**src/rtl/pwrp_pkg.sv**
```systemverilog
`timescale 1ns / 1ps
`default_nettype none
// ----------------------------------------------------------------------------
// pwrp_pkg
// Shared types, constants and saturation helpers for the prefiltered PID.
// ----------------------------------------------------------------------------
package pwrp_pkg;

  localparam int SAMPLE_BITS = 10;
  localparam int FRAC_BITS   = 20;
  localparam int COEF_W      = 32;
  localparam int GAIN_W      = 21;
  localparam int IDX_W       = 4;
  localparam int MUL_A_W     = 42;
  localparam int MUL_B_W     = 48;
  localparam int PROD_W      = 64;

  // Register indexes of the configuration port.
  localparam logic [IDX_W-1:0] REG_NUM0  = 4'd0;
  localparam logic [IDX_W-1:0] REG_NUM1  = 4'd1;
  localparam logic [IDX_W-1:0] REG_DEN1  = 4'd2;
  localparam logic [IDX_W-1:0] REG_DEN2  = 4'd3;
  localparam logic [IDX_W-1:0] REG_PROP  = 4'd4;
  localparam logic [IDX_W-1:0] REG_INTEG = 4'd5;
  localparam logic [IDX_W-1:0] REG_DERIV = 4'd6;
  localparam logic [IDX_W-1:0] REG_LPG   = 4'd7;

  localparam logic signed [COEF_W-1:0] ONE_COEF = COEF_W'(64'sd1 <<< FRAC_BITS);
  localparam logic [GAIN_W-1:0]        HALF_GAIN = GAIN_W'(64'd1 << (FRAC_BITS - 1));

  typedef struct packed {
    logic signed [COEF_W-1:0] num0;
    logic signed [COEF_W-1:0] num1;
    logic signed [COEF_W-1:0] den1;
    logic signed [COEF_W-1:0] den2;
    logic signed [COEF_W-1:0] prop;
    logic signed [COEF_W-1:0] integ;
    logic signed [COEF_W-1:0] deriv;
    logic [GAIN_W-1:0]        lpg;
  } coef_t;

  typedef struct packed {
    logic                     done;
    logic signed [PROD_W-1:0] prod;
  } mul_res_t;

  function automatic logic signed [31:0] sat32(input logic signed [63:0] v);
    logic signed [63:0] hi;
    logic signed [63:0] lo;
    hi = 64'sh0000_0000_7FFF_FFFF;
    lo = -hi - 64'sd1;
    if (v > hi)      sat32 = hi[31:0];
    else if (v < lo) sat32 = lo[31:0];
    else             sat32 = v[31:0];
  endfunction

  function automatic logic signed [39:0] sat40(input logic signed [63:0] v);
    logic signed [63:0] hi;
    logic signed [63:0] lo;
    hi = 64'sh0000_007F_FFFF_FFFF;
    lo = -hi - 64'sd1;
    if (v > hi)      sat40 = hi[39:0];
    else if (v < lo) sat40 = lo[39:0];
    else             sat40 = v[39:0];
  endfunction

endpackage
`default_nettype wire

```
**src/rtl/pwrp_mul.sv**
```systemverilog
`timescale 1ns / 1ps
`default_nettype none
// ----------------------------------------------------------------------------
// pwrp_mul
// Shared signed multiplier: 42-bit operand times 48-bit operand, one 16-bit
// digit of the second operand per cycle, partial products accumulated.
// ----------------------------------------------------------------------------
module pwrp_mul import pwrp_pkg::*; (
  input  wire logic                      clk_i,
  input  wire logic                      rst_ni,
  input  wire logic                      start_i,
  input  wire logic signed [MUL_A_W-1:0] a_i,
  input  wire logic signed [MUL_B_W-1:0] b_i,
  output mul_res_t                       res_o
);

  logic signed [MUL_A_W-1:0]    a_q;
  logic signed [MUL_B_W-1:0]    b_q;
  logic [1:0]                   cnt_q;
  logic                         busy_q;
  logic                         done_q;
  logic signed [MUL_A_W+16:0]   pp_q;
  logic signed [PROD_W-1:0]     acc_q;
  logic signed [16:0]           digit;
  logic signed [PROD_W-1:0]     pp_ext;
  logic signed [PROD_W-1:0]     pp_sh;

  always_comb begin
    case (cnt_q)
      2'd0:    digit = $signed({1'b0, b_q[15:0]});
      2'd1:    digit = $signed({1'b0, b_q[31:16]});
      2'd2:    digit = $signed({b_q[47], b_q[47:32]});
      default: digit = '0;
    endcase
  end

  assign pp_ext = PROD_W'(pp_q);

  // The partial product in pp_q belongs to the previous digit.
  always_comb begin
    case (cnt_q)
      2'd2:    pp_sh = pp_ext <<< 16;
      2'd3:    pp_sh = pp_ext <<< 32;
      default: pp_sh = pp_ext;
    endcase
  end

  always_ff @(posedge clk_i or negedge rst_ni) begin
    if (!rst_ni) begin
      busy_q <= 1'b0;
      done_q <= 1'b0;
      cnt_q  <= '0;
    end else begin
      done_q <= 1'b0;
      if (start_i) begin
        busy_q <= 1'b1;
        cnt_q  <= '0;
      end else if (busy_q) begin
        cnt_q <= cnt_q + 2'd1;
        if (cnt_q == 2'd3) begin
          busy_q <= 1'b0;
          done_q <= 1'b1;
        end
      end
    end
  end

  always_ff @(posedge clk_i) begin
    if (start_i) begin
      a_q   <= a_i;
      b_q   <= b_i;
      acc_q <= '0;
    end else if (busy_q) begin
      if (cnt_q != 2'd3) pp_q <= a_q * digit;
      if (cnt_q != 2'd0) acc_q <= acc_q + pp_sh;
    end
  end

  assign res_o.done = done_q;
  assign res_o.prod = acc_q;

endmodule
`default_nettype wire

```
**src/rtl/pwrp_regs.sv**
```systemverilog
`timescale 1ns / 1ps
`default_nettype none
// ----------------------------------------------------------------------------
// pwrp_regs
// Coefficient register file written through the configuration port.
// ----------------------------------------------------------------------------
module pwrp_regs import pwrp_pkg::*; (
  input  wire logic              clk_i,
  input  wire logic              rst_ni,
  input  wire logic              we_i,
  input  wire logic [IDX_W-1:0]  idx_i,
  input  wire logic [COEF_W-1:0] data_i,
  output coef_t                  coef_o
);

  coef_t coef_q;

  always_ff @(posedge clk_i or negedge rst_ni) begin
    if (!rst_ni) begin
      coef_q <= '{num0: ONE_COEF, num1: '0, den1: '0, den2: '0,
                  prop: ONE_COEF, integ: '0, deriv: '0, lpg: HALF_GAIN};
    end else if (we_i) begin
      case (idx_i)
        REG_NUM0:  coef_q.num0  <= $signed(data_i);
        REG_NUM1:  coef_q.num1  <= $signed(data_i);
        REG_DEN1:  coef_q.den1  <= $signed(data_i);
        REG_DEN2:  coef_q.den2  <= $signed(data_i);
        REG_PROP:  coef_q.prop  <= $signed(data_i);
        REG_INTEG: coef_q.integ <= $signed(data_i);
        REG_DERIV: coef_q.deriv <= $signed(data_i);
        REG_LPG:   coef_q.lpg   <= data_i[GAIN_W-1:0];
        default:   ;
      endcase
    end
  end

  assign coef_o = coef_q;

endmodule
`default_nettype wire

```
**src/rtl/pid_with_reference_prefilter_top.sv**
```systemverilog
`timescale 1ns / 1ps
`default_nettype none
// ----------------------------------------------------------------------------
// pid_with_reference_prefilter_top
// Two-degree-of-freedom PID with setpoint prefilter, anti-windup and output
// low-pass, computed by one shared multiplier under a small sequencer.
// ----------------------------------------------------------------------------
// Channel   Direction  Handshake                Payload
// cfg       in         cfg_we_i                 cfg_idx_i, cfg_data_i
// in        in         in_valid_i / in_ready_o  measured_i, setpoint_i,
//                                               clear_integral_i
// out       out        out_valid_o / out_ready_i drive_o, clamped_o
//
// Each sample runs ten products on the shared multiplier, each started in
// MSTART and collected in MWAIT, plus the YREF, ERR, DIFF, X and OUT add,
// saturate and output steps. The next sample is taken in IDLE after OUT, so
// the block takes no new sample before it is through with the last one.
// Reset is asynchronous and restores coefficients and all filter history.
// A result may wait on the output register while the next sample is taken;
// the sequencer only stalls in its last step if that register is still full.
// ----------------------------------------------------------------------------
module pid_with_reference_prefilter_top import pwrp_pkg::*; (
  input  wire logic                   clk_i,
  input  wire logic                   rst_ni,
  input  wire logic                   cfg_we_i,
  input  wire logic [IDX_W-1:0]       cfg_idx_i,
  input  wire logic [COEF_W-1:0]      cfg_data_i,
  input  wire logic                   in_valid_i,
  output logic                        in_ready_o,
  input  wire logic [SAMPLE_BITS-1:0] measured_i,
  input  wire logic [SAMPLE_BITS-1:0] setpoint_i,
  input  wire logic                   clear_integral_i,
  output logic                        out_valid_o,
  input  wire logic                   out_ready_i,
  output logic [SAMPLE_BITS-1:0]      drive_o,
  output logic                        clamped_o
);

  localparam logic [2:0] ST_IDLE   = 3'd0;
  localparam logic [2:0] ST_MSTART = 3'd1;
  localparam logic [2:0] ST_MWAIT  = 3'd2;
  localparam logic [2:0] ST_YREF   = 3'd3;
  localparam logic [2:0] ST_ERR    = 3'd4;
  localparam logic [2:0] ST_DIFF   = 3'd5;
  localparam logic [2:0] ST_X      = 3'd6;
  localparam logic [2:0] ST_OUT    = 3'd7;

  localparam logic [3:0] OP_NUM0  = 4'd0;
  localparam logic [3:0] OP_NUM1  = 4'd1;
  localparam logic [3:0] OP_NUM2  = 4'd2;
  localparam logic [3:0] OP_DEN1  = 4'd3;
  localparam logic [3:0] OP_DEN2  = 4'd4;
  localparam logic [3:0] OP_PROP  = 4'd5;
  localparam logic [3:0] OP_INTEG = 4'd6;
  localparam logic [3:0] OP_DERIV = 4'd7;
  localparam logic [3:0] OP_LPIN  = 4'd8;
  localparam logic [3:0] OP_LPFB  = 4'd9;

  localparam logic signed [63:0] FULL_SCALE = 64'sd1 <<< (SAMPLE_BITS + FRAC_BITS);
  localparam logic signed [MUL_B_W-1:0] ONE_B = MUL_B_W'(64'sd1 <<< FRAC_BITS);
  localparam logic [SAMPLE_BITS-1:0] DRIVE_MAX = '1;

  coef_t    coef;
  mul_res_t mres;

  logic [2:0] state_q, state_d;
  logic [3:0] op_q;

  logic [SAMPLE_BITS-1:0] meas_q, sp_q, h0_q, h1_q;
  logic signed [34:0]     num2_q;
  logic signed [31:0]     oh0_q, oh1_q, err_q, diff_q, last_q;
  logic signed [39:0]     integ_q, x_q, lin_q, lout_q;
  logic signed [63:0]     sum_q, p_q, d_q;
  logic                   integ_en_q;
  logic                   out_valid_q;
  logic [SAMPLE_BITS-1:0] drive_q;
  logic                   clamped_q;

  logic                      mul_start;
  logic signed [MUL_A_W-1:0] mul_a;
  logic signed [MUL_B_W-1:0] mul_b;
  logic signed [63:0]        prod_sh;
  logic signed [63:0]        err_full;
  logic signed [39:0]        y_sat;
  logic                      in_xfer;
  logic                      out_free;

  pwrp_regs u_regs (
    .clk_i  (clk_i),
    .rst_ni (rst_ni),
    .we_i   (cfg_we_i),
    .idx_i  (cfg_idx_i),
    .data_i (cfg_data_i),
    .coef_o (coef)
  );

  pwrp_mul u_mul (
    .clk_i   (clk_i),
    .rst_ni  (rst_ni),
    .start_i (mul_start),
    .a_i     (mul_a),
    .b_i     (mul_b),
    .res_o   (mres)
  );

  assign in_ready_o = (state_q == ST_IDLE);
  assign in_xfer    = in_valid_i && in_ready_o;
  assign out_free   = !out_valid_q || out_ready_i;
  assign mul_start  = (state_q == ST_MSTART);
  assign prod_sh    = mres.prod >>> FRAC_BITS;
  assign y_sat      = sat40(sum_q);

  always_comb begin
    case (op_q)
      OP_NUM0:  begin mul_a = MUL_A_W'(coef.num0);  mul_b = MUL_B_W'(sp_q);   end
      OP_NUM1:  begin mul_a = MUL_A_W'(coef.num1);  mul_b = MUL_B_W'(h0_q);   end
      OP_NUM2:  begin mul_a = MUL_A_W'(num2_q);     mul_b = MUL_B_W'(h1_q);   end
      OP_DEN1:  begin mul_a = MUL_A_W'(coef.den1);  mul_b = MUL_B_W'(oh0_q);  end
      OP_DEN2:  begin mul_a = MUL_A_W'(coef.den2);  mul_b = MUL_B_W'(oh1_q);  end
      OP_PROP:  begin mul_a = MUL_A_W'(coef.prop);  mul_b = MUL_B_W'(err_q);  end
      OP_INTEG: begin mul_a = MUL_A_W'(coef.integ); mul_b = MUL_B_W'(err_q);  end
      OP_DERIV: begin mul_a = MUL_A_W'(coef.deriv); mul_b = MUL_B_W'(diff_q); end
      OP_LPIN: begin
        mul_a = MUL_A_W'(x_q) + MUL_A_W'(lin_q);
        mul_b = MUL_B_W'({1'b0, coef.lpg});
      end
      OP_LPFB: begin
        mul_a = MUL_A_W'(lout_q);
        mul_b = MUL_B_W'({1'b0, coef.lpg, 1'b0}) - ONE_B;
      end
      default:  begin mul_a = '0; mul_b = '0; end
    endcase
  end

  assign err_full = 64'(oh0_q) - $signed(64'(meas_q) << FRAC_BITS);

  always_comb begin
    state_d = state_q;
    case (state_q)
      ST_IDLE:   if (in_valid_i) state_d = ST_MSTART;
      ST_MSTART: state_d = ST_MWAIT;
      ST_MWAIT: begin
        if (mres.done) begin
          case (op_q)
            OP_DEN2:  state_d = ST_YREF;
            OP_DERIV: state_d = ST_X;
            OP_LPFB:  state_d = ST_OUT;
            default:  state_d = ST_MSTART;
          endcase
        end
      end
      ST_YREF:   state_d = ST_ERR;
      ST_ERR:    state_d = ST_DIFF;
      ST_DIFF:   state_d = ST_MSTART;
      ST_X:      state_d = ST_MSTART;
      ST_OUT:    if (out_free) state_d = ST_IDLE;
      default:   state_d = ST_IDLE;
    endcase
  end

  always_ff @(posedge clk_i or negedge rst_ni) begin
    if (!rst_ni) begin
      state_q     <= ST_IDLE;
      op_q        <= OP_NUM0;
      out_valid_q <= 1'b0;
      h0_q        <= '0;
      h1_q        <= '0;
      oh0_q       <= '0;
      oh1_q       <= '0;
      integ_q     <= '0;
      last_q      <= '0;
      lin_q       <= '0;
      lout_q      <= '0;
    end else begin
      state_q <= state_d;
      if (state_q == ST_OUT && out_free) begin
        out_valid_q <= 1'b1;
      end else if (out_valid_q && out_ready_i) begin
        out_valid_q <= 1'b0;
      end
      case (state_q)
        ST_IDLE: begin
          if (in_xfer) begin
            op_q <= OP_NUM0;
            if (clear_integral_i) integ_q <= '0;
          end
        end
        ST_MWAIT: begin
          if (mres.done) begin
            op_q <= op_q + 4'd1;
            case (op_q)
              OP_NUM0:  sum_q <= mres.prod;
              OP_NUM1,
              OP_NUM2:  sum_q <= sum_q + mres.prod;
              OP_DEN1,
              OP_DEN2:  sum_q <= sum_q - prod_sh;
              OP_PROP:  p_q <= prod_sh;
              OP_INTEG: if (integ_en_q) integ_q <= sat40(64'(integ_q) + prod_sh);
              OP_DERIV: d_q <= prod_sh;
              OP_LPIN:  sum_q <= prod_sh;
              OP_LPFB:  sum_q <= sum_q - prod_sh;
              default:  ;
            endcase
          end
        end
        ST_YREF: begin
          h1_q  <= h0_q;
          h0_q  <= sp_q;
          oh1_q <= oh0_q;
          oh0_q <= sat32(sum_q);
        end
        ST_ERR:  err_q <= sat32(err_full);
        ST_DIFF: begin
          diff_q <= sat32(64'(err_q) - 64'(last_q));
          last_q <= err_q;
        end
        ST_X: x_q <= sat40(p_q + 64'(integ_q) + d_q);
        ST_OUT: begin
          if (out_free) begin
            lin_q  <= x_q;
            lout_q <= y_sat;
          end
        end
        default: ;
      endcase
    end
  end

  // Sample latch and coefficient preparation at the input transfer.
  always_ff @(posedge clk_i) begin
    if (in_xfer) begin
      meas_q <= measured_i;
      sp_q   <= setpoint_i;
      num2_q <= 35'(ONE_COEF) + 35'(coef.den1) + 35'(coef.den2)
                - 35'(coef.num0) - 35'(coef.num1);
    end
  end

  // Clamp the freshly filtered value while it is written to the history.
  logic y_hi_n, y_lo_n, y_top_n;
  assign y_hi_n  = 64'(y_sat) > FULL_SCALE;
  assign y_lo_n  = y_sat < 40'sd0;
  assign y_top_n = y_sat[39:FRAC_BITS] > DRIVE_MAX;

  always_ff @(posedge clk_i) begin
    if (state_q == ST_OUT && out_free) begin
      if (y_hi_n) begin
        drive_q   <= DRIVE_MAX;
        clamped_q <= 1'b1;
      end else if (y_lo_n) begin
        drive_q   <= '0;
        clamped_q <= 1'b1;
      end else begin
        drive_q   <= y_top_n ? DRIVE_MAX : y_sat[FRAC_BITS+SAMPLE_BITS-1:FRAC_BITS];
        clamped_q <= 1'b0;
      end
    end
  end

  always_ff @(posedge clk_i or negedge rst_ni) begin
    if (!rst_ni) begin
      integ_en_q <= 1'b1;
    end else if (state_q == ST_OUT && out_free) begin
      integ_en_q <= !(y_hi_n || y_lo_n);
    end
  end

  assign out_valid_o = out_valid_q;
  assign drive_o     = drive_q;
  assign clamped_o   = clamped_q;

endmodule
`default_nettype wire

```
**config.mk**
```make
export PLATFORM = sky130hd
export DESIGN_NAME = pid_with_reference_prefilter_top
export DESIGN_NICKNAME = d
export VERILOG_FILES = /design/src/rtl/pwrp_pkg.sv /design/src/rtl/pwrp_mul.sv /design/src/rtl/pwrp_regs.sv /design/src/rtl/pid_with_reference_prefilter_top.sv
export SDC_FILE = /design/constraint.sdc
export NUM_CORES = 2
export LEC_CHECK = 0
export BUFFER_PORTS_ARGS = -buffer_cell sky130_fd_sc_hd__buf_2
export CAP_MARGIN = 5
export CORE_ASPECT_RATIO = 1.2
export CORE_UTILIZATION = 62
export CTS_CLUSTER_DIAMETER = 200
export DETAILED_ROUTE_END_ITERATION = 10
export PLACE_DENSITY_LB_ADDON = 0.2
export RECOVER_POWER = 50
export SYNTH_ARGS = -nofsm -noshare
export SYNTH_HDL_FRONTEND = slang
export SYNTH_SLANG_ARGS = --single-unit
```
**constraint.sdc**
```tcl
create_clock -name clk_i -period 11.44 [get_ports clk_i]
set_input_delay 1.144 -clock clk_i [delete_from_list [all_inputs] [get_ports clk_i]]
set_output_delay 1.144 -clock clk_i [all_outputs]
set_load 0.005 [all_outputs]
```
==> flow_metrics.env <==
export IMPL_grt_pass1_wl_um=427000
export IMPL_ant_nets=0
export IMPL_outcome="finished with violations"
export IMPL_core_um2=136000
export IMPL_num_io_pins=75
export IMPL_worstPathArrival_ps=10710
export IMPL_die_area_um2=139000
export IMPL_timing_rr_end="u_mul.pp_q[57]"
export IMPL_clk_latency_ps=760
export IMPL_startpoint_type="flop"
export IMPL_groute_usage_overall=0.412
export IMPL_use_met3=0.127
export IMPL_ff2ff_setup_slack_ps=1190
export IMPL_path_buf_inv=6
export IMPL_synth_edff_count=454
export IMPL_path_depth=29
export IMPL_cts_tree="done"
export IMPL_cts_resized=0
export IMPL_grtUsageMet2=0.622
export IMPL_cpLargestDelayFamily="adder cells"
export IMPL_max_slew_margin=-1.90
export IMPL_rows=148
export IMPL_dr_total_vias=68000
export IMPL_fin_crit_sh=0.896
export IMPL_clock_path_buffers=3
export IMPL_numCtsBuffers=104
export IMPL_fmax_ghz=0.0976
export IMPL_fin_nets=9914
export IMPL_synth_seq_area_share=0.320
export IMPL_final_layout_size_suffix_gt1_frac=0.0865
export IMPL_synthArstFlopShare=0.488
export IMPL_tns_ps=0
export IMPL_syn2layout_area_growth_pct=6.60
export IMPL_cp_common_cell="fa_1"
export IMPL_wl_um=284000
export IMPL_port_buffers=74
export IMPL_grt_busiest_layer="met2"
export IMPL_synth_area_per_cell_um2=9.81
export IMPL_drt_pass1_iter_count=10
export IMPL_syn_area_um2=85200
export IMPL_final_hold_viol_count=0
export IMPL_wl_per_cell_um=27.1
export IMPL_worstPathRequired_ps=11910
export IMPL_period_needed_ps=10250
export IMPL_tightest_slew_ps=4350
export IMPL_report_final_slew_viol_count=1065
export IMPL_postSynthCellCount=8686
export IMPL_r2r_start="u_mul.cnt_q[0]"
export IMPL_dp_hpwl_um=212000
export IMPL_via_per_inst=6.49
export IMPL_start_util=0.627
export IMPL_h_tree_depth=3
export IMPL_max_cap_viol_count=24
export IMPL_grt_max_degree=147
export IMPL_post_cts_buffers=0
export IMPL_path_clk_slew_ps=60
export IMPL_grt_overflow=0
export IMPL_hold_class="reg -> reg"
export IMPL_dieHeight_um=408
export IMPL_rr_worst_depth=29
export IMPL_cts_hold_buf=0
export IMPL_cpPeakStageDelay_ps=870
export IMPL_setup_viol=0
export IMPL_critical_path_class="reg -> reg"
export IMPL_gp_congestion=1.03
export IMPL_drcViolationCount=0
export IMPL_crit_end="u_mul.pp_q[57]"
export IMPL_antenna_found_initial=46
export IMPL_synth_warnings=0
export IMPL_numClockSinks=1012
export IMPL_grt_pass1_vias=69100
export IMPL_met1_usage=0.519
export IMPL_synth_seq_cells=1012
export IMPL_die_w_um=340
export IMPL_startpoint="u_mul.cnt_q[0]"
export IMPL_grt_setup_unrepaired="no"
export IMPL_cpMaxStageDelayCell="ha_2"
export IMPL_synth_cell_types=101
export IMPL_cp_end_kind="flop"
export IMPL_drt_iter0_markers=7565
export IMPL_failed_checks="capacitance limit, slew limit"
export IMPL_synth_ff_type="dfrtp_1"
export IMPL_skew_ps=40.1
export IMPL_cp_max_fo=51
export IMPL_root_buffer="clkbuf_16"
export IMPL_synth_nets=10000
-- layer usage --
layer  wire (um)  vias up  share of wire
li1            -    29400              -
met2      125000     3660           0.44
met4       20200       44          0.071
met3       35200      953           0.12
met5         304        -         0.0011
met1      103000    33900           0.36
-- per-stage QoR --
stage	worst slack, ps	cells	area [um2]	hold WS (ps)	utilization
3_3_place_gp	1420	10300	87600	461	0.644
2_1_floorplan	3480	8686	85200	446	-
5_1_grt	684	10500	90800	502	0.668
4_1_cts	1290	10500	91100	383	0.670
6_report	1190	10500	90900	483	0.668
3_5_place_dp	1360	10300	87600	470	0.644
-- worst reg2reg max path: cells and delay by family, from the launching register on --
kind | cells | cell delay [ps]
flip-flops | 1 | 420
adder cells (fa/ha/maj) | 8 | 4340
AND/OR/NAND/NOR | 3 | 1060
AO/OA/AOI/OAI | 11 | 2960
XOR/XNOR | 1 | 150
buffers and inverters | 6 | 1030
-- cell usage after synthesis, types with 63 or more instances --
cell type,n,area share
a21oi_1,593,0.035
nand3_1,111,0.0065
edfxtp_1,454,0.16
dfxtp_1,64,0.015
and3_1,63,0.0046
nand2_1,1040,0.046
mux2_2,332,0.044
a21o_1,246,0.022
o21ai_0,360,0.021
clkbuf_1,375,0.017
nor2_1,366,0.016
fa_1,777,0.18
nor3_1,70,0.0041
and2_1,304,0.022
a22oi_1,172,0.015
nand4_1,77,0.0057
dfrtp_1,490,0.14
nand2b_1,64,0.0047
xnor2_1,221,0.023
xor2_1,161,0.017
ha_1,506,0.074
inv_1,972,0.043
-- flip-flops by register name (all words and copies together) (netlist names), 32 cells and up --
register	flops
oh1_q	32
u_mul.pp_q	59
u_mul.acc_q	64
sum_q	64
lout_q	40
err_q	32
u_mul.a_q	41
u_regs.coef_o	245
integ_q	40
x_q	40
lin_q	40
d_q	44
num2_q	35
p_q	44
u_mul.b_q	32
last_q	32
oh0_q	32
diff_q	32
-- layout by cell type (no fill, tap or decap), types with 33 or more instances in the layout --
| cell | n |
|---|---|
| a21o_1 | 246 |
| dfxtp_1 | 64 |
| a221oi_1 | 47 |
| a22o_1 | 37 |
| buf_2 | 53 |
| o211ai_1 | 58 |
| nand3_1 | 111 |
| nand2_1 | 1039 |
| a31oi_1 | 37 |
| a21oi_1 | 576 |
| inv_1 | 973 |
| xnor2_1 | 221 |
| or3_1 | 33 |
| nor2b_1 | 58 |
| ha_1 | 504 |
| a211oi_1 | 39 |
| xor2_1 | 161 |
| a222oi_1 | 59 |
| nor2_1 | 356 |
| fa_1 | 777 |
| nand4_1 | 77 |
| o21ai_0 | 360 |
| clkbuf_1 | 94 |
| clkbuf_16 | 106 |
| nand2b_1 | 62 |
| buf_4 | 83 |
| and3_1 | 62 |
| o21a_1 | 55 |
| dfrtp_1 | 490 |
| nor3_1 | 67 |
| a22oi_1 | 172 |
| and2_1 | 299 |
| mux2_2 | 330 |
| edfxtp_1 | 454 |
| o21bai_1 | 58 |
-- logic make-up after synthesis --
group / share of synthesized area
flip-flops: 0.320
AO/OA/AOI/OAI: 0.149
multiplexers: 0.0453
XOR/XNOR: 0.0393
AND/OR/NAND/NOR: 0.126
buffers and inverters: 0.0623
adder cells (fa/ha/maj): 0.258
-- how the worst min path moves through the flow --
stage	end	depth (start not counted)	from	slack (ps)
3_3_place_gp	lin_q[35]	2	lin_q[35]	460
4_1_cts	u_regs.coef_o[109]	1	rst_ni	380
2_1_floorplan	lout_q[39]	2	lout_q[39]	450
6_report	lin_q[39]	2	lin_q[39]	480
5_1_grt	lin_q[8]	2	lin_q[8]	500
3_5_place_dp	lin_q[39]	2	lin_q[39]	470
-- area by class of cell --
| type | instances | area [um2] |
|---|---|---|
| multi-input combinational | 6267 | 52900 |
| antenna | 13 | 32.5 |
| sequential | 1012 | 27300 |
| clock inverter | 57 | 644 |
| fill | 10800 | 45100 |
| clock buffer | 139 | 2890 |
| timing repair buffer | 209 | 1180 |
| inverter | 975 | 3660 |
| tap | 1800 | 2250 |
Power is not shown: default switching activity piles up to over one toggle a cycle in this logic, so the estimate is an artifact.
